`src/rtl/adp_pkg.sv`:
```
// Shared types, constants and record layout of the advertising data parser.
// Used by adp_core, adp_out_queue and advertising_data_parser_unit.
`default_nettype none

package adp_pkg;

    // Default sizes handed to the top-level parameters.
    localparam int NAME_MAX_DEF    = 32;
    localparam int SERVICE_MAX_DEF = 8;
    localparam int MFG_MAX_DEF     = 32;
    localparam int BUFFER_MAX_DEF  = 64;

    // Output queue geometry.
    localparam int QDEPTH = 4;
    localparam int QPTR_W = $clog2(QDEPTH);
    localparam int QCNT_W = $clog2(QDEPTH + 1);

    // Stream payload widths.
    localparam int S_TDATA_W = 16;
    localparam int M_TDATA_W = 48;
    localparam int M_TUSER_W = 3;

    // Advertising data structure types that the parser recognizes.
    localparam logic [7:0] AD_SVC16_PARTIAL  = 8'h02;
    localparam logic [7:0] AD_SVC16_COMPLETE = 8'h03;
    localparam logic [7:0] AD_NAME_SHORT     = 8'h08;
    localparam logic [7:0] AD_NAME_COMPLETE  = 8'h09;
    localparam logic [7:0] AD_TX_POWER       = 8'h0A;
    localparam logic [7:0] AD_MFG_SPECIFIC   = 8'hFF;

    typedef enum logic [2:0] {
        KIND_NAME    = 3'd0,
        KIND_UUID    = 3'd1,
        KIND_MFG     = 3'd2,
        KIND_TXPOWER = 3'd3,
        KIND_SUMMARY = 3'd4
    } t_kind;

    typedef enum logic [1:0] {
        STOP_NONE    = 2'd0,
        STOP_ZERO    = 2'd1,
        STOP_OVERRUN = 2'd2
    } t_stop;

    typedef enum logic [1:0] {
        PH_LEN  = 2'd0,
        PH_TYPE = 2'd1,
        PH_DATA = 2'd2,
        PH_STOP = 2'd3
    } t_phase;

    typedef struct packed {
        t_kind       kind;
        logic [15:0] value;
        logic [5:0]  position;
        logic [4:0]  name_length;
        logic [3:0]  uuid_count;
        logic [5:0]  mfg_length;
        logic        name_seen;
        logic        services_seen;
        t_stop       stop_reason;
        logic        end_of_buffer;
    } t_record;

    // Records produced by one item: a field record and the summary.
    typedef struct packed {
        logic    field_valid;
        t_record field_rec;
        logic    summary_valid;
        t_record summary_rec;
    } t_rec_pair;

endpackage

`default_nettype wire

```
`src/rtl/adp_core.sv`:
```
// Parse state and record generation for one buffer byte per cycle while i_valid is high.
// Depends on adp_pkg.
`default_nettype none

module adp_core
    import adp_pkg::*;
#(
    parameter int NAME_MAX    = NAME_MAX_DEF,
    parameter int SERVICE_MAX = SERVICE_MAX_DEF,
    parameter int MFG_MAX     = MFG_MAX_DEF,
    parameter int BUFFER_MAX  = BUFFER_MAX_DEF
) (
    input  wire logic       i_clk,
    input  wire logic       i_rst_n,
    input  wire logic       i_valid,
    input  wire logic [7:0] i_byte,
    input  wire logic       i_start,
    input  wire logic [6:0] i_length,
    output t_rec_pair       o_recs
);

    localparam int PosW     = $clog2(BUFFER_MAX + 1);
    localparam int NameLenW = $clog2(NAME_MAX);
    localparam int UuidW    = $clog2(SERVICE_MAX + 1);
    localparam int MfgW     = $clog2(MFG_MAX + 1);

    logic [PosW-1:0]     r_pos, r_total, e_pos, e_total, n_pos;
    logic [7:0]          r_rem, e_rem, n_rem;
    logic [7:0]          r_type, e_type, n_type;
    logic [7:0]          r_off, e_off, n_off;
    logic [7:0]          r_low, e_low, n_low;
    logic [NameLenW-1:0] r_name_len, e_name_len, n_name_len;
    logic [UuidW-1:0]    r_uuid_cnt, e_uuid_cnt, n_uuid_cnt;
    logic [MfgW-1:0]     r_mfg_len, e_mfg_len, n_mfg_len;
    logic                r_name_seen, e_name_seen, n_name_seen;
    logic                r_svc_seen, e_svc_seen, n_svc_seen;
    t_stop               r_stop, e_stop, n_stop;
    t_phase              r_phase, e_phase, n_phase;

    logic [7:0] len8, len_clamped;
    logic       active;
    logic [7:0] rem_dec;
    logic       overrun;
    logic [7:0] uuid_cnt8, name_len8, mfg_len8;

    // A buffer start clears the state before the byte is handled.
    always_comb begin
        len8        = {1'b0, i_length};
        len_clamped = len8;
        if (len8 == 8'd0) begin
            len_clamped = 8'd1;
        end else if (len8 > 8'(BUFFER_MAX)) begin
            len_clamped = 8'(BUFFER_MAX);
        end
        if (i_start) begin
            e_pos       = '0;
            e_total     = PosW'(len_clamped);
            e_rem       = '0;
            e_type      = '0;
            e_off       = '0;
            e_low       = '0;
            e_name_len  = '0;
            e_uuid_cnt  = '0;
            e_mfg_len   = '0;
            e_name_seen = 1'b0;
            e_svc_seen  = 1'b0;
            e_stop      = STOP_NONE;
            e_phase     = PH_LEN;
        end else begin
            e_pos       = r_pos;
            e_total     = r_total;
            e_rem       = r_rem;
            e_type      = r_type;
            e_off       = r_off;
            e_low       = r_low;
            e_name_len  = r_name_len;
            e_uuid_cnt  = r_uuid_cnt;
            e_mfg_len   = r_mfg_len;
            e_name_seen = r_name_seen;
            e_svc_seen  = r_svc_seen;
            e_stop      = r_stop;
            e_phase     = r_phase;
        end
    end

    assign active  = (e_pos < e_total);
    assign rem_dec = e_rem - 8'd1;
    assign overrun = (10'(e_pos) + 10'd1 + 10'(i_byte)) > 10'(e_total);

    // Next parse phase.
    always_comb begin
        n_phase = e_phase;
        if (active) begin
            unique case (e_phase)
                PH_LEN: begin
                    if (i_byte == 8'd0 || overrun) begin
                        n_phase = PH_STOP;
                    end else begin
                        n_phase = PH_TYPE;
                    end
                end
                PH_TYPE: n_phase = (rem_dec != 8'd0) ? PH_DATA : PH_LEN;
                PH_DATA: n_phase = (rem_dec == 8'd0) ? PH_LEN : PH_DATA;
                PH_STOP: n_phase = PH_STOP;
                default: n_phase = PH_STOP;
            endcase
        end
    end

    // Field state, summary counters and records.
    always_comb begin
        n_pos       = e_pos;
        n_rem       = e_rem;
        n_type      = e_type;
        n_off       = e_off;
        n_low       = e_low;
        n_name_len  = e_name_len;
        n_uuid_cnt  = e_uuid_cnt;
        n_mfg_len   = e_mfg_len;
        n_name_seen = e_name_seen;
        n_svc_seen  = e_svc_seen;
        n_stop      = e_stop;
        uuid_cnt8   = 8'(e_uuid_cnt);

        o_recs                           = '0;
        o_recs.field_rec.kind            = KIND_NAME;
        o_recs.field_rec.stop_reason     = STOP_NONE;
        o_recs.summary_rec.kind          = KIND_SUMMARY;
        o_recs.summary_rec.stop_reason   = STOP_NONE;

        if (active) begin
            unique case (e_phase)
                PH_LEN: begin
                    if (i_byte == 8'd0) begin
                        n_stop = STOP_ZERO;
                    end else if (overrun) begin
                        n_stop = STOP_OVERRUN;
                    end else begin
                        n_rem = i_byte;
                    end
                end
                PH_TYPE: begin
                    n_type = i_byte;
                    n_off  = 8'd0;
                    n_rem  = rem_dec;
                    if (i_byte == AD_NAME_SHORT || i_byte == AD_NAME_COMPLETE) begin
                        n_name_seen = 1'b1;
                        n_name_len  = '0;
                    end else if (i_byte == AD_SVC16_PARTIAL ||
                                 i_byte == AD_SVC16_COMPLETE) begin
                        n_svc_seen = 1'b1;
                        n_uuid_cnt = '0;
                    end else if (i_byte == AD_MFG_SPECIFIC) begin
                        n_mfg_len = '0;
                    end
                end
                PH_DATA: begin
                    if (e_type == AD_NAME_SHORT || e_type == AD_NAME_COMPLETE) begin
                        if (e_off < 8'(NAME_MAX - 1)) begin
                            o_recs.field_valid        = 1'b1;
                            o_recs.field_rec.kind     = KIND_NAME;
                            o_recs.field_rec.value    = {8'd0, i_byte};
                            o_recs.field_rec.position = e_off[5:0];
                            n_name_len = NameLenW'(e_off + 8'd1);
                        end
                    end else if (e_type == AD_SVC16_PARTIAL ||
                                 e_type == AD_SVC16_COMPLETE) begin
                        if (!e_off[0]) begin
                            n_low = i_byte;
                        end else if (e_uuid_cnt < UuidW'(SERVICE_MAX)) begin
                            o_recs.field_valid        = 1'b1;
                            o_recs.field_rec.kind     = KIND_UUID;
                            o_recs.field_rec.value    = {i_byte, e_low};
                            o_recs.field_rec.position = uuid_cnt8[5:0];
                            n_uuid_cnt = e_uuid_cnt + UuidW'(1);
                        end
                    end else if (e_type == AD_MFG_SPECIFIC) begin
                        if (e_off < 8'(MFG_MAX)) begin
                            o_recs.field_valid        = 1'b1;
                            o_recs.field_rec.kind     = KIND_MFG;
                            o_recs.field_rec.value    = {8'd0, i_byte};
                            o_recs.field_rec.position = e_off[5:0];
                            n_mfg_len = MfgW'(e_off + 8'd1);
                        end
                    end else if (e_type == AD_TX_POWER) begin
                        if (e_off == 8'd0) begin
                            o_recs.field_valid     = 1'b1;
                            o_recs.field_rec.kind  = KIND_TXPOWER;
                            o_recs.field_rec.value = {8'd0, i_byte};
                        end
                    end
                    n_off = e_off + 8'd1;
                    n_rem = rem_dec;
                end
                PH_STOP: begin
                end
                default: begin
                end
            endcase
            n_pos = e_pos + PosW'(1);
        end

        name_len8 = 8'(n_name_len);
        mfg_len8  = 8'(n_mfg_len);
        if (active && n_pos == e_total) begin
            o_recs.summary_valid               = 1'b1;
            o_recs.summary_rec.name_length     = name_len8[4:0];
            o_recs.summary_rec.uuid_count      = 4'(n_uuid_cnt);
            o_recs.summary_rec.mfg_length      = mfg_len8[5:0];
            o_recs.summary_rec.name_seen       = n_name_seen;
            o_recs.summary_rec.services_seen   = n_svc_seen;
            o_recs.summary_rec.stop_reason     = n_stop;
            o_recs.summary_rec.end_of_buffer   = 1'b1;
        end
    end

    always_ff @(posedge i_clk) begin
        if (!i_rst_n) begin
            r_pos       <= '0;
            r_total     <= '0;
            r_rem       <= '0;
            r_type      <= '0;
            r_off       <= '0;
            r_low       <= '0;
            r_name_len  <= '0;
            r_uuid_cnt  <= '0;
            r_mfg_len   <= '0;
            r_name_seen <= 1'b0;
            r_svc_seen  <= 1'b0;
            r_stop      <= STOP_NONE;
            r_phase     <= PH_LEN;
        end else if (i_valid) begin
            r_pos       <= n_pos;
            r_total     <= e_total;
            r_rem       <= n_rem;
            r_type      <= n_type;
            r_off       <= n_off;
            r_low       <= n_low;
            r_name_len  <= n_name_len;
            r_uuid_cnt  <= n_uuid_cnt;
            r_mfg_len   <= n_mfg_len;
            r_name_seen <= n_name_seen;
            r_svc_seen  <= n_svc_seen;
            r_stop      <= n_stop;
            r_phase     <= n_phase;
        end
    end

    // The byte counter never passes the buffer length.
    a_pos_bounded : assert property (@(posedge i_clk) disable iff (!i_rst_n)
        r_pos <= r_total)
        else $error("byte position passed the buffer length");

    // A started buffer always has a nonzero length.
    a_total_nonzero : assert property (@(posedge i_clk) disable iff (!i_rst_n)
        (i_valid && i_start) |=> (r_total != '0))
        else $error("buffer started with zero length");

    // Parsing only stops together with a recorded stop reason.
    a_stop_reason : assert property (@(posedge i_clk) disable iff (!i_rst_n)
        (r_phase == PH_STOP) |-> (r_stop != STOP_NONE))
        else $error("parse stopped without a stop reason");

endmodule

`default_nettype wire

```
`src/rtl/adp_out_queue.sv`:
```
// Small record queue: takes up to two records per cycle, hands out one while i_ready is high.
// Depends on adp_pkg.
`default_nettype none

module adp_out_queue
    import adp_pkg::*;
(
    input  wire logic      i_clk,
    input  wire logic      i_rst_n,
    input  wire t_rec_pair i_recs,
    input  wire logic      i_push,
    output logic           o_room,
    output logic           o_valid,
    output t_record        o_rec,
    input  wire logic      i_ready
);

    t_record           r_mem [QDEPTH];
    logic [QPTR_W-1:0] r_wr_ptr, r_rd_ptr, n_wr_ptr, n_rd_ptr, b_ptr;
    logic [QCNT_W-1:0] r_count, n_count;
    logic              push_a, push_b, pop;

    assign push_a  = i_push && i_recs.field_valid;
    assign push_b  = i_push && i_recs.summary_valid;
    assign o_valid = (r_count != '0);
    assign pop     = o_valid && i_ready;
    assign o_rec   = r_mem[r_rd_ptr];
    // Room for the two records that one item may bring.
    assign o_room  = (r_count <= QCNT_W'(QDEPTH - 2));

    always_comb begin
        b_ptr    = r_wr_ptr + QPTR_W'(push_a);
        n_wr_ptr = r_wr_ptr + QPTR_W'(push_a) + QPTR_W'(push_b);
        n_rd_ptr = r_rd_ptr + QPTR_W'(pop);
        n_count  = r_count + QCNT_W'(push_a) + QCNT_W'(push_b) - QCNT_W'(pop);
    end

    always_ff @(posedge i_clk) begin
        if (push_a) begin
            r_mem[r_wr_ptr] <= i_recs.field_rec;
        end
        if (push_b) begin
            r_mem[b_ptr] <= i_recs.summary_rec;
        end
    end

    always_ff @(posedge i_clk) begin
        if (!i_rst_n) begin
            r_wr_ptr <= '0;
            r_rd_ptr <= '0;
            r_count  <= '0;
        end else begin
            r_wr_ptr <= n_wr_ptr;
            r_rd_ptr <= n_rd_ptr;
            r_count  <= n_count;
        end
    end

    a_count_bounded : assert property (@(posedge i_clk) disable iff (!i_rst_n)
        r_count <= QCNT_W'(QDEPTH))
        else $error("record queue overflowed");

    a_push_has_room : assert property (@(posedge i_clk) disable iff (!i_rst_n)
        (push_a || push_b) |-> o_room)
        else $error("record written without room");

    a_ptr_distance : assert property (@(posedge i_clk) disable iff (!i_rst_n)
        (r_count == '0) |-> (r_wr_ptr == r_rd_ptr))
        else $error("empty queue with unequal pointers");

endmodule

`default_nettype wire

```
`src/rtl/advertising_data_parser_unit.sv`:
```
// Top level of the advertising data parser: stream ports, parse core, record queue.
// Depends on adp_pkg, adp_core and adp_out_queue.
//
//  Channel   Dir  Ports                          Contents
//  --------  ---  -----------------------------  ------------------------------------
//  byte in   in   i_s_tvalid/o_s_tready/tdata    ad_byte, buffer_length; tuser start
//  record    out  o_m_tvalid/i_m_tready/tdata    record fields; tuser kind; tlast end
//
// Each input item (one buffer byte) is taken on its handshake; the parse state and the
// records it causes are settled in that same cycle and written to a four-record queue.
// The next byte can be taken in the following cycle, so the input runs at one item per
// cycle while the queue has room. The final byte of a buffer can yield two records, so
// ready drops while the queue holds more than two records.
// Reset (i_rst_n low at a clock edge) clears the parse state and empties the queue.
`default_nettype none

module advertising_data_parser_unit
    import adp_pkg::*;
#(
    parameter int NAME_MAX    = NAME_MAX_DEF,
    parameter int SERVICE_MAX = SERVICE_MAX_DEF,
    parameter int MFG_MAX     = MFG_MAX_DEF,
    parameter int BUFFER_MAX  = BUFFER_MAX_DEF
) (
    input  wire logic                 i_clk,
    input  wire logic                 i_rst_n,
    // Input item stream.
    input  wire logic                 i_s_tvalid,
    output logic                      o_s_tready,
    // [7:0] ad_byte, [14:8] buffer_length, [15] zero.
    input  wire logic [S_TDATA_W-1:0] i_s_tdata,
    // [0] buffer_start.
    input  wire logic                 i_s_tuser,
    // Record stream.
    output logic                      o_m_tvalid,
    input  wire logic                 i_m_tready,
    // [15:0] record_value, [21:16] record_position, [26:22] name_length,
    // [30:27] uuid_count, [36:31] manufacturer_length, [37] name_seen,
    // [38] services_seen, [40:39] stop_reason, [47:41] zero.
    output logic [M_TDATA_W-1:0]      o_m_tdata,
    // [2:0] record_kind.
    output logic [M_TUSER_W-1:0]      o_m_tuser,
    // end_of_buffer: set on the summary record.
    output logic                      o_m_tlast
);

    logic      in_accept;
    logic      q_room;
    t_rec_pair recs;
    t_record   out_rec;

    assign o_s_tready = q_room;
    assign in_accept  = i_s_tvalid && q_room;

    // Byte-level parser: a new item enters whenever the queue has room.
    adp_core #(
        .NAME_MAX    (NAME_MAX),
        .SERVICE_MAX (SERVICE_MAX),
        .MFG_MAX     (MFG_MAX),
        .BUFFER_MAX  (BUFFER_MAX)
    ) u_core (
        .i_clk    (i_clk),
        .i_rst_n  (i_rst_n),
        .i_valid  (in_accept),
        .i_byte   (i_s_tdata[7:0]),
        .i_start  (i_s_tuser),
        .i_length (i_s_tdata[14:8]),
        .o_recs   (recs)
    );

    // The queue keeps the input side moving while a record waits downstream.
    adp_out_queue u_queue (
        .i_clk   (i_clk),
        .i_rst_n (i_rst_n),
        .i_recs  (recs),
        .i_push  (in_accept),
        .o_room  (q_room),
        .o_valid (o_m_tvalid),
        .o_rec   (out_rec),
        .i_ready (i_m_tready)
    );

    // Pack the record fields, first field in the lowest bits.
    assign o_m_tdata = {7'd0,
                        out_rec.stop_reason,
                        out_rec.services_seen,
                        out_rec.name_seen,
                        out_rec.mfg_length,
                        out_rec.uuid_count,
                        out_rec.name_length,
                        out_rec.position,
                        out_rec.value};
    assign o_m_tuser = out_rec.kind;
    assign o_m_tlast = out_rec.end_of_buffer;

endmodule

`default_nettype wire

```
`config.mk`:
```
export PLATFORM = sky130hd
export DESIGN_NAME = advertising_data_parser_unit
export DESIGN_NICKNAME = d
export VERILOG_FILES = /design/src/rtl/adp_pkg.sv /design/src/rtl/adp_core.sv /design/src/rtl/adp_out_queue.sv /design/src/rtl/advertising_data_parser_unit.sv
export SDC_FILE = /design/constraint.sdc
export NUM_CORES = 1
export LEC_CHECK = 0
export ABC_CLOCK_PERIOD_IN_PS = 7000
export BUFFER_PORTS_ARGS = -buffer_cell sky130_fd_sc_hd__buf_2
export CAP_MARGIN = 15
export CORE_AREA = 4 4 162 164
export DETAILED_ROUTE_END_ITERATION = 6
export DIE_AREA = 0 0 166 168
export GPL_ROUTABILITY_DRIVEN = 0
export PLACE_DENSITY = 0.77
export SYNTH_ARGS = -nofsm -noshare
export SYNTH_HDL_FRONTEND = slang
export SYNTH_HIERARCHICAL = 1
export SYNTH_SLANG_ARGS = --single-unit
export TNS_END_PERCENT = 30
```
`constraint.sdc`:
```
create_clock -name i_clk -period 7 [get_ports i_clk]
set_clock_uncertainty 0.1 [all_clocks]
set_input_delay 0.7 -clock i_clk [delete_from_list [all_inputs] [get_ports i_clk]]
set_output_delay 0.7 -clock i_clk [all_outputs]
set_load 0.02 [all_outputs]
```
==> results of run 1 <==
[sequential cells by signal, summed over array words and instances (netlist names)]
register,cells
u_queue/r_mem,180
u_core/r_low,8
u_core/r_off,8
u_core/r_rem,8
u_core/r_type,8
u_core/r_pos,7
u_core/r_total,7
u_core/r_mfg_len,6
u_core/r_name_len,5
u_core/r_uuid_cnt,4
u_queue/r_count,3
u_core/r_phase,2
u_core/r_stop,2
u_queue/r_rd_ptr,2
u_queue/r_wr_ptr,2
u_core/r_name_seen,1
u_core/r_svc_seen,1
[metrics by stage]
step | power [mW] | instances | cell area [µm²] | hold slack [ns]
2_1_floorplan | 2.67 | 1286 | 14800 | 0.332
3_3_place_gp | 2.93 | 1576 | 15100 | 0.343
3_5_place_dp | 2.94 | 1576 | 15100 | 0.352
4_1_cts | 4.29 | 1626 | 15900 | 0.361
5_1_grt | 4.49 | 1627 | 15900 | 0.376
6_report | 4.27 | 1627 | 15900 | 0.361
[power groups by stage]
stage	combinational, mW	clock (mW)	sequential [mW]
6_report	1.19	1.35	1.73
5_1_grt	1.31	1.45	1.73
4_1_cts	1.19	1.38	1.72
3_5_place_dp	1.19	0	1.76
3_3_place_gp	1.17	0	1.75
2_1_floorplan	0.936	0	1.74
[path summary, 6_finish.rpt]
path / slack, ns / start / cells after the start / endpoint
worst max-delay path: 1.80 / i_s_tuser / 23 / u_queue/r_mem[3][1]
worst min-delay path: 0.36 / u_core/r_stop[1] / 2 / u_core/r_stop[1]
worst max register to register: 2.05 / u_core/r_pos[1] / 19 / u_queue/r_mem[3][1]
worst min register to register: 0.36 / u_core/r_stop[1] / 2 / u_core/r_stop[1]
[layer usage]
layer | share of wire | up-vias
met5 | 0 | -
met4 | 0.018 | 0
met3 | 0.056 | 51
met2 | 0.50 | 323
met1 | 0.43 | 4979
li1 | - | 4669
[critical path: stages]
cell	delay, ns
sky130_fd_sc_hd__buf_2	0.13
sky130_fd_sc_hd__inv_2	0.18
sky130_fd_sc_hd__buf_4	0.40
sky130_fd_sc_hd__nand2_1	0.19
sky130_fd_sc_hd__ha_1	0.27
sky130_fd_sc_hd__inv_1	0.07
sky130_fd_sc_hd__ha_1	0.20
sky130_fd_sc_hd__a21boi_0	0.11
sky130_fd_sc_hd__o32ai_1	0.30
sky130_fd_sc_hd__a21o_1	0.24
sky130_fd_sc_hd__maj3_1	0.19
sky130_fd_sc_hd__a21oi_1	0.08
sky130_fd_sc_hd__xnor2_1	0.20
sky130_fd_sc_hd__ha_1	0.28
sky130_fd_sc_hd__and4_1	0.18
sky130_fd_sc_hd__o21a_1	0.12
sky130_fd_sc_hd__a2111oi_0	0.44
sky130_fd_sc_hd__a2bb2oi_1	0.18
sky130_fd_sc_hd__nor2_1	0.12
sky130_fd_sc_hd__buf_4	0.21
sky130_fd_sc_hd__o21ai_0	0.11
sky130_fd_sc_hd__a21oi_1	0.36
sky130_fd_sc_hd__mux2_2	0.23
[cell usage after synthesis, types with 4 or more instances]
cell type                   count  share of area
sky130_fd_sc_hd__edfxtp_1     180           0.37
sky130_fd_sc_hd__mux2_2       171           0.13
sky130_fd_sc_hd__nor2_1        87          0.022
sky130_fd_sc_hd__dfxtp_1       74           0.10
sky130_fd_sc_hd__buf_4         57          0.029
sky130_fd_sc_hd__nand2_1       55          0.014
sky130_fd_sc_hd__a21oi_1       45          0.015
sky130_fd_sc_hd__mux4_2        45          0.069
sky130_fd_sc_hd__o21ai_0       44          0.015
sky130_fd_sc_hd__buf_2         33          0.011
sky130_fd_sc_hd__nand3_1       32          0.011
sky130_fd_sc_hd__inv_1         31         0.0079
sky130_fd_sc_hd__clkbuf_1      30         0.0077
sky130_fd_sc_hd__ha_1          28          0.024
sky130_fd_sc_hd__a22oi_1       26          0.013
sky130_fd_sc_hd__nor3_1        21         0.0072
sky130_fd_sc_hd__a22o_1        19          0.011
sky130_fd_sc_hd__and2_1        19         0.0081
sky130_fd_sc_hd__and3_1        19         0.0081
sky130_fd_sc_hd__xnor2_1       17          0.010
sky130_fd_sc_hd__a211oi_1      12         0.0062
sky130_fd_sc_hd__xor2_1        11         0.0066
sky130_fd_sc_hd__a32oi_1       10         0.0060
sky130_fd_sc_hd__mux2_1        10         0.0077
sky130_fd_sc_hd__nor2b_1        9         0.0038
sky130_fd_sc_hd__o21a_1         9         0.0046
sky130_fd_sc_hd__nand2b_1       8         0.0034
sky130_fd_sc_hd__nand4_1        8         0.0034
sky130_fd_sc_hd__a31oi_1        7         0.0030
sky130_fd_sc_hd__nor4_1         7         0.0030
sky130_fd_sc_hd__or3_1          7         0.0030
sky130_fd_sc_hd__buf_1          5         0.0013
sky130_fd_sc_hd__a21o_1         4         0.0021
sky130_fd_sc_hd__o21ai_1        4         0.0014
sky130_fd_sc_hd__o22ai_1        4         0.0017
sky130_fd_sc_hd__o2bb2ai_1      4         0.0024
[kinds of logic (layout without fill, tap and decap cells)]
| family | Yosys count | in the layout |
|---|---|---|
| xor+xnor | 29 | 29 |
| simple gates | 303 | 303 |
| fa+ha+maj | 33 | 33 |
| mux | 228 | 228 |
| flops | 254 | 254 |
| other cells | 3 | 55 |
| buf+inv | 162 | 172 |
| compound gates | 223 | 223 |
[final cells by class]
cell class	instances	area [µm²]	share of cell area
sequential	254	6890	0.433
timing repair buffer	89	541	0.0340
clock inverter	9	52.6	0.00330
multi-input combinational	870	7090	0.446
inverter	33	124	0.00779
tap	330	413	0.0260
antenna	1	2.50	0.000157
clock buffer	41	788	0.0496
==> impl_summary.md, run 1 <==
CTS
In this run, post-CTS hold repair placed 0 buffers. The clock-pin slew of the registers on the worst-case setup and hold paths is 0.06 ns. In this run the number of H-tree levels came out at 1. The clock passes through at most 3 buffers.

Gates resized during post-CTS repair numbered 0. The clock tree from TritonCTS is done. In this run the post-CTS setup repair buffer count came out at 0. The TritonCTS sink count is between 200 and 300.

The clock latency reported for the late side of the worst-skew pair is around 0.54 ns. The clock buffer count from CTS is 27. The root buffer cell chosen for the clock tree is sky130_fd_sc_hd__clkbuf_16.

Logic synthesis
The number of flops mapped to enable cells by yosys is 180. After synthesis, the largest family of logic cells by area is multiplexers. The cell count after synthesis is between 1000 and 1500. The post-synthesis adder-cell area fraction is 0.0288.

Synthesis instantiated roughly 90 different standard cells from the library. The share of cell area taken by muxes after synthesis is 0.210. After synthesis the cells add up to 14600 µm².

The mean cell area of the mapped netlist is ~12 µm². The number of synthesized register bits is ~250. The complex-gate fraction of the synthesized area is 0.105. The share of synthesized area occupied by flip-flops and latches is 0.470.

The proportion of synthesized flip-flops having asynchronous set or reset is 0. The warning count from the yosys run is 6. The simple logic cell fraction of the synthesized area is 0.107. Of the total synthesized cell area, the portion taken by XOR and XNOR cells is 0.0179. In the synthesized netlist the dominant register cell turns out to be sky130_fd_sc_hd__edfxtp_1.

Global route
In the global route stage, overall resource usage came out at 0.233. The global-route wire length before repair is around 54000 µm. The via count of the first global-routing pass is between 10000 and 15000. The global routing met3 resource utilization is 0.0284. Entering global routing, the biggest net connects between 50 and 60 pins. In this run the most used layer during global routing was met2.

In the global route stage, met2 resource usage came out at 0.398. For this run the aggregate overflow at the end of global routing stands at 0. The global-route met1 utilization is 0.322. The initial antenna violation count is 1.

Routing
The first-iteration detailed-routing DRC count is between 900 and 1000. The via count is 10000. The number of optimization iterations in the first detailed-route pass is 7. In the final routed layout, each cell accounts on average for between 20 and 25 µm. The count of antenna-violating nets left after detailed routing is 0. The number of vias per cell is 6.16. The final routed wirelength across all metal layers is around 33000 µm. For this run, design rule violations remaining after detail routing come to 0.

STA
The number of max-slew violations in the final report is 0. Setup repair after global routing left no endpoint under its margin. Setup violations remaining at the end of the flow were counted as 0.

The maximum achievable frequency is between 150 and 200 MHz. The final worst setup slack is 1.80 ns. The worst max-slew margin expressed relative to the limit is 0.396.

The minimum clock period is about 5.2 ns. The post-route fraction of the period consumed by the critical path is 0.743. The count of endpoints failing hold in the final timing report is 0. For the pin with the worst max-slew slack, the measured transition is a little over 0.9 ns. The setup TNS after final layout is 0 ns.

Cells and area
The total of fill cells in the finished design is ~1800. At the end of the flow the core is filled with cells to 0.639. Compared with the post-synthesis result, the final layout area differs by 8.61%. In the layout the commonest cells are sky130_fd_sc_hd__edfxtp_1 (180), sky130_fd_sc_hd__mux2_2 (171), sky130_fd_sc_hd__nor2_1 (87). For this run, the post-layout net count is between 1000 and 1500. In the final layout, the share of cells above drive strength 1 is 0.291.

The most frequent standard cell in the layout excluding fill and tap cells is sky130_fd_sc_hd__edfxtp_1.

Placed design
The count of input and output buffers is 66. OpenSTA, run right after detailed placement, puts the worst setup slack at roughly 1.4 ns. Detailed placement ended at an HPWL of ~21000 µm.

Setup path
STA puts the critical path data arrival time at 5.51 ns. The element type at the critical path start is a primary input. The critical path in this run is classified as in -> reg.

The biggest fanout along the worst timing path is 32. Data on the critical path is required at its endpoint by between 7 and 8 ns. STA classifies the critical path endpoint as a flop.

Pwr
The reported leakage power is 5.73 nW. For this design the total switching power over the nets is approximately 1.3 mW. The share of total power dissipated in sequential elements is 0.404. Of the total power, the share spent switching nets is 0.315. The internal power is 2.93 mW. The areal power density over the cells is approximately 270 nW/µm². Across the VDD grid, the largest voltage drop is roughly 0.23 mV.

Of the total power, the clock network draws 0.317. The combinational power share is 0.279.

Job
The max-cap violation count is 0.

Floorplanning
The die boundary width is ~170 µm. The die outline height is around 170 µm. The floorplan has between 50 and 60 rows. The core region area is about 25000 µm². between 70 and 80 I/O pins were placed. The floorplan step defined a die boundary enclosing ~28000 µm².

The initial utilization of the core area, before any placement, comes to 0.588.

Run status
The run finished with clean final reports.

Min path
In this run the worst hold path is classified as reg -> reg.
Note: power is estimated with default switching activity, not from simulation.
==> run 2: changes to the inputs <==
--- a/config.mk
+++ b/config.mk
@@ -5,7 +5,7 @@
 export SDC_FILE = /design/constraint.sdc
 export NUM_CORES = 1
 export LEC_CHECK = 0
-export ABC_CLOCK_PERIOD_IN_PS = 7000
+export ABC_CLOCK_PERIOD_IN_PS = 5300
 export BUFFER_PORTS_ARGS = -buffer_cell sky130_fd_sc_hd__buf_2
 export CAP_MARGIN = 15
 export CORE_AREA = 4 4 162 164
==> constraint.sdc (replaced) <==
create_clock -name i_clk -period 5.3 [get_ports i_clk]
set_clock_uncertainty 0.1 [all_clocks]
set_input_delay 0.53 -clock i_clk [delete_from_list [all_inputs] [get_ports i_clk]]
set_output_delay 0.53 -clock i_clk [all_outputs]
set_load 0.02 [all_outputs]
==> run 2 against run 1 <==
Compared with the run above:
- power is 31% higher
- cell count rose by 0.49%
- register-to-register slack worse by 1.6 ns
- combinational power grew 26%
- worst setup slack got worse by 1.4 ns
- critical path depth shrank 4
- cell area rose by 0.58%
- flip-flop and latch count did not move
- non-clock buffer count grew 8
- global-route usage grew 0.34 points
- largest cell class unchanged
==> impl_summary.md, run 2 (same netlist as run 1, synthesis figures left out) <==
Run status
Status: finished clean (unchanged).

Setup path
The required arrival time at the worst endpoint is 5.59 ns (was 7.31 ns). The element type at the critical path start is a flop (was primary input). The critical setup path kind is reg -> reg (was in -> reg).

The sort of element at the end of the critical path is a flop (unchanged). The biggest fanout along the worst timing path was 5 (was 32). The signal arrival time at the worst endpoint was 5.18 ns (was 5.51 ns).

STA
The worst max-slew margin expressed relative to the limit is 0.334 (was 0.396). The number of max-slew violations in the final report is 0 (unchanged). The count of endpoints failing hold in the final timing report came to 0 (unchanged).

The setup TNS after final layout is 0 ns (unchanged). Of the available clock period, the critical path in the final layout requires 0.924. The minimum hold slack was 0.270 ns (was 0.361 ns). The total setup violations reported at the end of the flow came to 0 (unchanged). The maximum achievable frequency is 204 MHz.

Counting I/O delays and the setup requirement, the final critical path takes 4.90 ns. The actual transition at the worst max-transition pin is 0.999 ns (was 0.905 ns). Setup repair after global routing missed its margin: no (unchanged).

CTS
The clock-pin slew of the registers on the worst-case setup and hold paths came to 0.06 ns (about the same). The number of buffers added to fix hold violations after cts is 0 (unchanged). The number of H-tree levels is 1 (unchanged). The clock tree from TritonCTS is done (unchanged).

The count of cells resized by post-cts repair is 0 (unchanged). The buffer cell driving the clock tree root is sky130_fd_sc_hd__clkbuf_16 (unchanged). The maximum clock insertion buffer count is 3 (unchanged). The number of post-CTS setup repair buffers is 0 (unchanged). The clock buffer count from CTS is 27 (unchanged). The clock latency reported for the late side of the worst-skew pair is 0.53 ns (was 0.54 ns). The TritonCTS sink count was 254 (unchanged).

Cells and area
The synthesis-to-finish area growth is 9.24% (was 8.61%). The final net count is 1334 (was 1326). The number of flip-flops in the largest register is 180 (unchanged). The register ranked first by flip-flop count is u_queue/r_mem (unchanged). The most frequent standard cell in the layout excluding fill and tap cells is sky130_fd_sc_hd__edfxtp_1 (unchanged).

Commonest cells after routing, fill and taps aside: sky130_fd_sc_hd__edfxtp_1 (180), sky130_fd_sc_hd__mux2_2 (171), sky130_fd_sc_hd__nor2_1 (87) (unchanged). The ratio of cells with drive above 1 in the final layout is 0.293 (was 0.291).

Routing
The final routed wirelength across all metal layers is 33900 µm (was 33300 µm). The routed length per placed instance came to 20.7 µm (was 20.4 µm). The first-iteration detailed-routing DRC count is 995 (was 986). The detailed-route DRC error count came to 0 (unchanged).

The number of vias per cell is 6.17 (was 6.16). The count of antenna-violating nets left after detailed routing is 0 (unchanged). The via count is 10100 (was 10000). The number of optimization iterations in the first detailed-route pass is 5 (was 7).

Floorplanning
The I/O pin total came to 75 (unchanged). The full die area is 27900 µm² (unchanged). The core region area is 24900 µm² (unchanged). The number of core rows is 58 (unchanged). The starting density of the core is 0.588 (unchanged). The die outline height is 168 µm (unchanged).

The die boundary width is 166 µm (unchanged).

Global route
The met2 routing resource usage after global routing came to 0.409 (was 0.398). The global router's overall resource usage is 0.237 (was 0.233). The routing layer with the top usage in global route is met2 (unchanged). The largest net degree at the start of global routing is 55 (was 56).

The initial antenna violation count is 1 (unchanged). The global-route wire length before repair is 54300 µm (was 53700 µm). The global routing met3 resource utilization is 0.0319 (was 0.0284). The via count of the first global-routing pass is 10100 (was 10000).

The leftover overflow at the end of global routing is 0 (unchanged). The global-route met1 utilization is 0.323 (was 0.322).

Pwr
The sum of internal, switching and leakage power is 5.61 mW (was 4.27 mW). The worst voltage drop across the vdd grid is 0.229 mV (was 0.226 mV). The reported leakage power is 5.77 nW (was 5.73 nW). The areal power density over the cells came to 351 nW/µm² (was 269 nW/µm²).

Min path
The path type of the worst min-delay path is in -> reg (was reg -> reg).

Placed design
The count of input and output buffers is 66 (unchanged). The HPWL after detailed placement was 21700 µm (was 21000 µm).

Job
The max-cap violation count is 0 (unchanged).
[run 2: layout make-up]
class / instances / area, µm²
multi-input cells: 870 / 7090
fillers: 1869 / 8890
well taps: 330 / 413
inverters: 33 / 124
diodes: 1 / 2.50
clock buffers: 37 / 744
flip-flops and latches: 254 / 6890
clock inverters: 13 / 66.3
repair buffers: 97 / 663
[run 2: report_power, final]
part           leakage [nW]  total, mW  internal, mW  switching [mW]
sequential             2.24       2.37          2.21           0.167
clock                 0.396       1.74         0.981           0.760
combinational          3.14       1.50         0.637           0.858
total                  5.77       5.61          3.82            1.78
[run 2: final timing paths]
check / start / endpoint / slack, ns / depth (start not counted)
min reg2reg: u_core/r_stop[1] / u_core/r_stop[1] / 0.36 / 2
max reg2reg: u_core/r_pos[0] / u_queue/r_mem[2][1] / 0.40 / 19
max: u_core/r_pos[0] / u_queue/r_mem[2][1] / 0.40 / 19
min: i_s_tdata[0] / u_core/r_type[0] / 0.27 / 2
[run 2: stage by stage]
step	setup slack (ns)	std cells	cell area, µm²	util
4_1_cts	0.522	1634	16000	0.643
3_5_place_dp	0.213	1584	15200	0.610
6_report	0.405	1635	16000	0.643
2_1_floorplan	0.128	1286	14800	-
5_1_grt	0.194	1635	16000	0.643
3_3_place_gp	0.304	1584	15200	0.610
[run 2: layer usage]
metal  routed length (µm)  vias up
met5                    0        -
met3                 2160       40
met4                  521        0
met2                16800      348
li1                     -     4697
met1                14400     5004
[run 2: worst max-delay path, stage by stage (launching register included)]
cell and delay [ns]:
sky130_fd_sc_hd__dfxtp_1 0.37, sky130_fd_sc_hd__nand2_1 0.18, sky130_fd_sc_hd__ha_1 0.25, sky130_fd_sc_hd__inv_1 0.06, sky130_fd_sc_hd__ha_1 0.22, sky130_fd_sc_hd__a21oi_1 0.23
sky130_fd_sc_hd__o32ai_1 0.12, sky130_fd_sc_hd__a21o_1 0.25, sky130_fd_sc_hd__maj3_1 0.36, sky130_fd_sc_hd__a21oi_1 0.18, sky130_fd_sc_hd__xnor2_1 0.16, sky130_fd_sc_hd__ha_1 0.27
sky130_fd_sc_hd__and4_1 0.18, sky130_fd_sc_hd__o21a_1 0.11, sky130_fd_sc_hd__a2111oi_0 0.47, sky130_fd_sc_hd__a2bb2oi_1 0.19, sky130_fd_sc_hd__nor2_1 0.30, sky130_fd_sc_hd__o21ai_0 0.14
sky130_fd_sc_hd__a21oi_1 0.38, sky130_fd_sc_hd__mux2_2 0.25
==> run 3: changes to the inputs <==
--- a/config.mk
+++ b/config.mk
@@ -8,13 +8,12 @@
 export ABC_CLOCK_PERIOD_IN_PS = 5300
 export BUFFER_PORTS_ARGS = -buffer_cell sky130_fd_sc_hd__buf_2
 export CAP_MARGIN = 15
-export CORE_AREA = 4 4 162 164
+export CORE_AREA = 4 4 151 153
 export DETAILED_ROUTE_END_ITERATION = 6
-export DIE_AREA = 0 0 166 168
+export DIE_AREA = 0 0 155 157
 export GPL_ROUTABILITY_DRIVEN = 0
-export PLACE_DENSITY = 0.77
+export PLACE_DENSITY = 0.8
 export SYNTH_ARGS = -nofsm -noshare
 export SYNTH_HDL_FRONTEND = slang
-export SYNTH_HIERARCHICAL = 1
 export SYNTH_SLANG_ARGS = --single-unit
-export TNS_END_PERCENT = 30
+export TNS_END_PERCENT = 20
==> run 3 against run 2 <==
Compared with the run above:
- the flow now finishes with violations (design-rule violations)
- largest power group unchanged
- area after synthesis down 10%
- sequential share of layout area is 2.5 points lower
- cell area decreased by 9.4%
- global-route usage up 3.5 points
==> impl_summary.md, run 3 <==
Run status
Status: finished with violations (was finished clean). The checks that failed: design-rule violations.

Logic synthesis
The complex-gate fraction of the synthesized area is 0.134 (was 0.105). The mean cell area of the mapped netlist is 10.0 µm² (was 11.9 µm²). Ranking of synthesized cells by area: sky130_fd_sc_hd__dfxtp_1 (27%), sky130_fd_sc_hd__edfxtp_1 (18%), sky130_fd_sc_hd__mux4_2 (7.7%) (was sky130_fd_sc_hd__edfxtp_1 (37%), sky130_fd_sc_hd__mux2_2 (13%), sky130_fd_sc_hd__dfxtp_1 (10%)).

The cell count after synthesis was 1309 (was 1235). The number of distinct library cells after synthesis came to 80 (was 89). The share of synthesized area occupied by flip-flops and latches is 0.448 (was 0.470).

The xor/xnor cell area share of the yosys netlist came to 0.0180 (was 0.0179). The share of cell area taken by muxes after synthesis is 0.131 (was 0.210). The number of flops mapped to enable cells by yosys is 80 (was 180). The most frequently used cell type in the post-synthesis netlist was sky130_fd_sc_hd__nor2_1 (was sky130_fd_sc_hd__edfxtp_1). The warning count from the yosys run is 0 (was 6).

The number of synthesized register bits is 254 (unchanged). The simple logic cell fraction of the synthesized area is 0.180 (was 0.107). The share of the synthesized area in the top cell type is 0.265 (was 0.369). The primary flip-flop cell chosen by synthesis mapping is sky130_fd_sc_hd__dfxtp_1 (was sky130_fd_sc_hd__edfxtp_1). The post-synthesis adder-cell area fraction is 0.0394 (was 0.0288). List of most frequent post-synthesis cells: sky130_fd_sc_hd__nor2_1 (186), sky130_fd_sc_hd__dfxtp_1 (174), sky130_fd_sc_hd__nand2_1 (106) (was sky130_fd_sc_hd__edfxtp_1 (180), sky130_fd_sc_hd__mux2_2 (171), sky130_fd_sc_hd__nor2_1 (87)).

The summed instance area of the synthesized netlist is 13100 µm² (was 14600 µm²). The proportion of synthesized flip-flops having asynchronous set or reset is 0 (unchanged). The cell type with the largest total area after synthesis is sky130_fd_sc_hd__dfxtp_1 (was sky130_fd_sc_hd__edfxtp_1).

The dominant combinational cell family by area after synthesis is simple AND/OR/NAND/NOR gates (was multiplexers).

Routing
The final routed wirelength across all metal layers is 33800 µm (was 33900 µm). The number of vias per cell came to 6.41 (was 6.17). The count of antenna-violating nets left after detailed routing is 0 (unchanged). The detailed-route DRC error count is 1 (was 0). The number of optimization iterations in the first detailed-route pass is 7 (was 5). The via count is 10600 (was 10100). The first-iteration detailed-routing DRC count is 1005 (was 995). The routed length per placed instance is 20.5 µm (was 20.7 µm).

Global route
The global router's overall resource usage was 0.271 (was 0.237). The leftover overflow at the end of global routing is 0 (unchanged). The via count of the first global-routing pass is 10200 (was 10100). The global-route wire length before repair is 53500 µm (was 54300 µm). The largest net degree at the start of global routing is 43 (was 55). The initial antenna violation count came to 0 (was 1).

Cells and area
The register ranked first by flip-flop count is u_queue.r_mem (was u_queue/r_mem). The final net count came to 1410 (was 1334). The most frequent standard cell in the layout excluding fill and tap cells is sky130_fd_sc_hd__nor2_1 (was sky130_fd_sc_hd__edfxtp_1). The number of antenna diodes is 0 (was 1). The register area is 5890 µm² (was 6890 µm²). The total of fill cells in the finished design is 1608 (was 1869). Commonest cells after routing, fill and taps aside: sky130_fd_sc_hd__nor2_1 (186), sky130_fd_sc_hd__dfxtp_1 (172), sky130_fd_sc_hd__nand2_1 (106) (was sky130_fd_sc_hd__edfxtp_1 (180), sky130_fd_sc_hd__mux2_2 (171), sky130_fd_sc_hd__nor2_1 (87)). The number of flip-flops in the largest register came to 180 (unchanged). The synthesis-to-finish area growth is 10.4% (was 9.24%).

The area taken by multi-input logic gates is 6680 µm² (was 7090 µm²). The ratio of cells with drive above 1 in the final layout is 0.161 (was 0.293).

STA
The minimum clock period is 4.65 ns (was 4.90 ns). The maximum achievable frequency is 215 MHz (was 204 MHz). The minimum hold slack is 0.264 ns (was 0.270 ns). The final worst setup slack is 0.648 ns (was 0.405 ns). The count of endpoints failing hold in the final timing report is 0 (unchanged).

The worst max-slew margin expressed relative to the limit is 0.252 (was 0.334). The actual transition at the worst max-transition pin is 1.12 ns (was 0.999 ns). The post-route fraction of the period consumed by the critical path is 0.878 (was 0.924).

The total setup violations reported at the end of the flow was 0 (unchanged). The number of max-slew violations in the final report is 0 (unchanged). Setup repair after global routing missed its margin: no (unchanged).

Floorplanning
The I/O pin total came to 75 (unchanged). The starting density of the core is 0.609 (was 0.588). The die boundary width is 155 µm (was 166 µm). The core region area was 21600 µm² (was 24900 µm²).

The die outline height is 157 µm (was 168 µm). The number of core rows is 54 (was 58). The full die area is 24300 µm² (was 27900 µm²).

CTS
The buffer cell driving the clock tree root was sky130_fd_sc_hd__clkbuf_16 (unchanged). The number of H-tree levels came to 1 (unchanged). The clock tree from TritonCTS was done (unchanged). The count of cells resized by post-cts repair came to 0 (unchanged). The number of buffers added to fix hold violations after cts is 0 (unchanged). The clock-pin slew of the registers on the worst-case setup and hold paths is 0.06 ns (about the same). The maximum clock insertion buffer count is 3 (unchanged). The clock buffer count from CTS is 26 (was 27).

The TritonCTS sink count came to 254 (unchanged). The clock latency reported for the late side of the worst-skew pair is 0.53 ns (about the same). The number of post-CTS setup repair buffers is 0 (unchanged).

Placed design
The setup slack after placement is 0.259 ns (was 0.213 ns). The count of input and output buffers is 66 (unchanged). The HPWL after detailed placement was 22200 µm (was 21700 µm).

Setup path
The biggest fanout along the worst timing path is 8 (was 5). The critical setup path kind is reg -> reg (unchanged). The signal arrival time at the worst endpoint is 4.82 ns (was 5.18 ns). The required arrival time at the worst endpoint came to 5.47 ns (was 5.59 ns). The element type at the critical path start is a flop (unchanged). The sort of element at the end of the critical path is a flop (unchanged).

Min path
The path type of the worst min-delay path is in -> reg (unchanged).

Job
The max-cap violation count was 0 (unchanged).

Pwr
The worst voltage drop across the vdd grid is 0.190 mV (was 0.229 mV). The reported leakage power is 5.28 nW (was 5.77 nW). The areal power density over the cells is 361 nW/µm² (was 351 nW/µm²).
==> run 3: cell count changes after synthesis, moves of 16 or more <==
cell	change
sky130_fd_sc_hd__nor2_1	+99
sky130_fd_sc_hd__edfxtp_1	-100
sky130_fd_sc_hd__nand2_1	+51
sky130_fd_sc_hd__mux2_2	-171
sky130_fd_sc_hd__buf_4	-40
sky130_fd_sc_hd__a21oi_1	+27
sky130_fd_sc_hd__mux2i_1	+68
sky130_fd_sc_hd__buf_2	-19
sky130_fd_sc_hd__dfxtp_1	+100
sky130_fd_sc_hd__clkbuf_1	+16
==> run 3: worst max-delay path: stages (launching register included) <==
cell,delay [ns]
sky130_fd_sc_hd__dfxtp_1,0.45
sky130_fd_sc_hd__nand2_1,0.12
sky130_fd_sc_hd__inv_1,0.11
sky130_fd_sc_hd__ha_1,0.21
sky130_fd_sc_hd__buf_4,0.18
sky130_fd_sc_hd__nand3_2,0.12
sky130_fd_sc_hd__xor2_1,0.29
sky130_fd_sc_hd__nor2_1,0.10
sky130_fd_sc_hd__ha_1,0.31
sky130_fd_sc_hd__inv_1,0.12
sky130_fd_sc_hd__o21bai_1,0.10
sky130_fd_sc_hd__xor2_1,0.15
sky130_fd_sc_hd__ha_1,0.32
sky130_fd_sc_hd__nand3_1,0.15
sky130_fd_sc_hd__a211o_1,0.33
sky130_fd_sc_hd__a211oi_1,0.60
sky130_fd_sc_hd__o2111ai_1,0.25
sky130_fd_sc_hd__buf_4,0.22
sky130_fd_sc_hd__nor3b_2,0.17
==> run 3: cell type report <==
class | count | share of cell area
inverter | 37 | 0.0104
tap | 280 | 0.0242
clock inverter | 9 | 0.00613
sequential | 254 | 0.406
multi-input combinational | 929 | 0.461
clock buffer | 37 | 0.0498
timing repair buffer | 103 | 0.0426
==> run 3: through the flow <==
step	area [µm²]	total power [mW]	TNS, ns	utilization	instances
3_3_place_gp	13700	3.47	0	0.635	1602
3_5_place_dp	13700	3.50	0	0.635	1602
5_1_grt	14500	5.46	0	0.673	1649
4_1_cts	14500	5.24	0	0.672	1648
6_report	14500	5.24	0	0.673	1649
2_1_floorplan	13200	3.15	-0.209	-	1315
==> run 3: cell families after synthesis <==
family / after synthesis
AOI/OAI and AO/OA: 257
xor gates and xnor gates: 27
adders and majority gates: 40
buffers and inverters: 132
DFF: 254
muxes: 115
other: 1
and+or+nand+nor: 483
==> run 3: report_power, final <==
group,switching [mW],internal (mW),total (mW),leakage (nW)
sequential,0.118,2.08,2.19,2.07
clock,0.747,0.999,1.75,0.387
combinational,0.785,0.512,1.30,2.82
==> run 3: worst paths after layout <==
kind                        start                    to  slack (ns)  cells after the start
max               u_core.r_pos[0]   u_queue.r_mem[1][1]        0.65                     18
min                  i_s_tdata[9]     u_core.r_total[1]        0.26                      3
max reg2reg       u_core.r_pos[0]   u_queue.r_mem[1][1]        0.65                     18
min reg2reg  u_queue.r_mem[3][38]  u_queue.r_mem[3][38]        0.35                      2
==> run 3: metal layers <==
metal	up-vias	GRT usage	share of wire
met4	0	0.0807	0.024
met3	66	0.0357	0.082
met2	503	0.456	0.48
met1	5146	0.371	0.41
met5	-	0	0
li1	4851	-	-
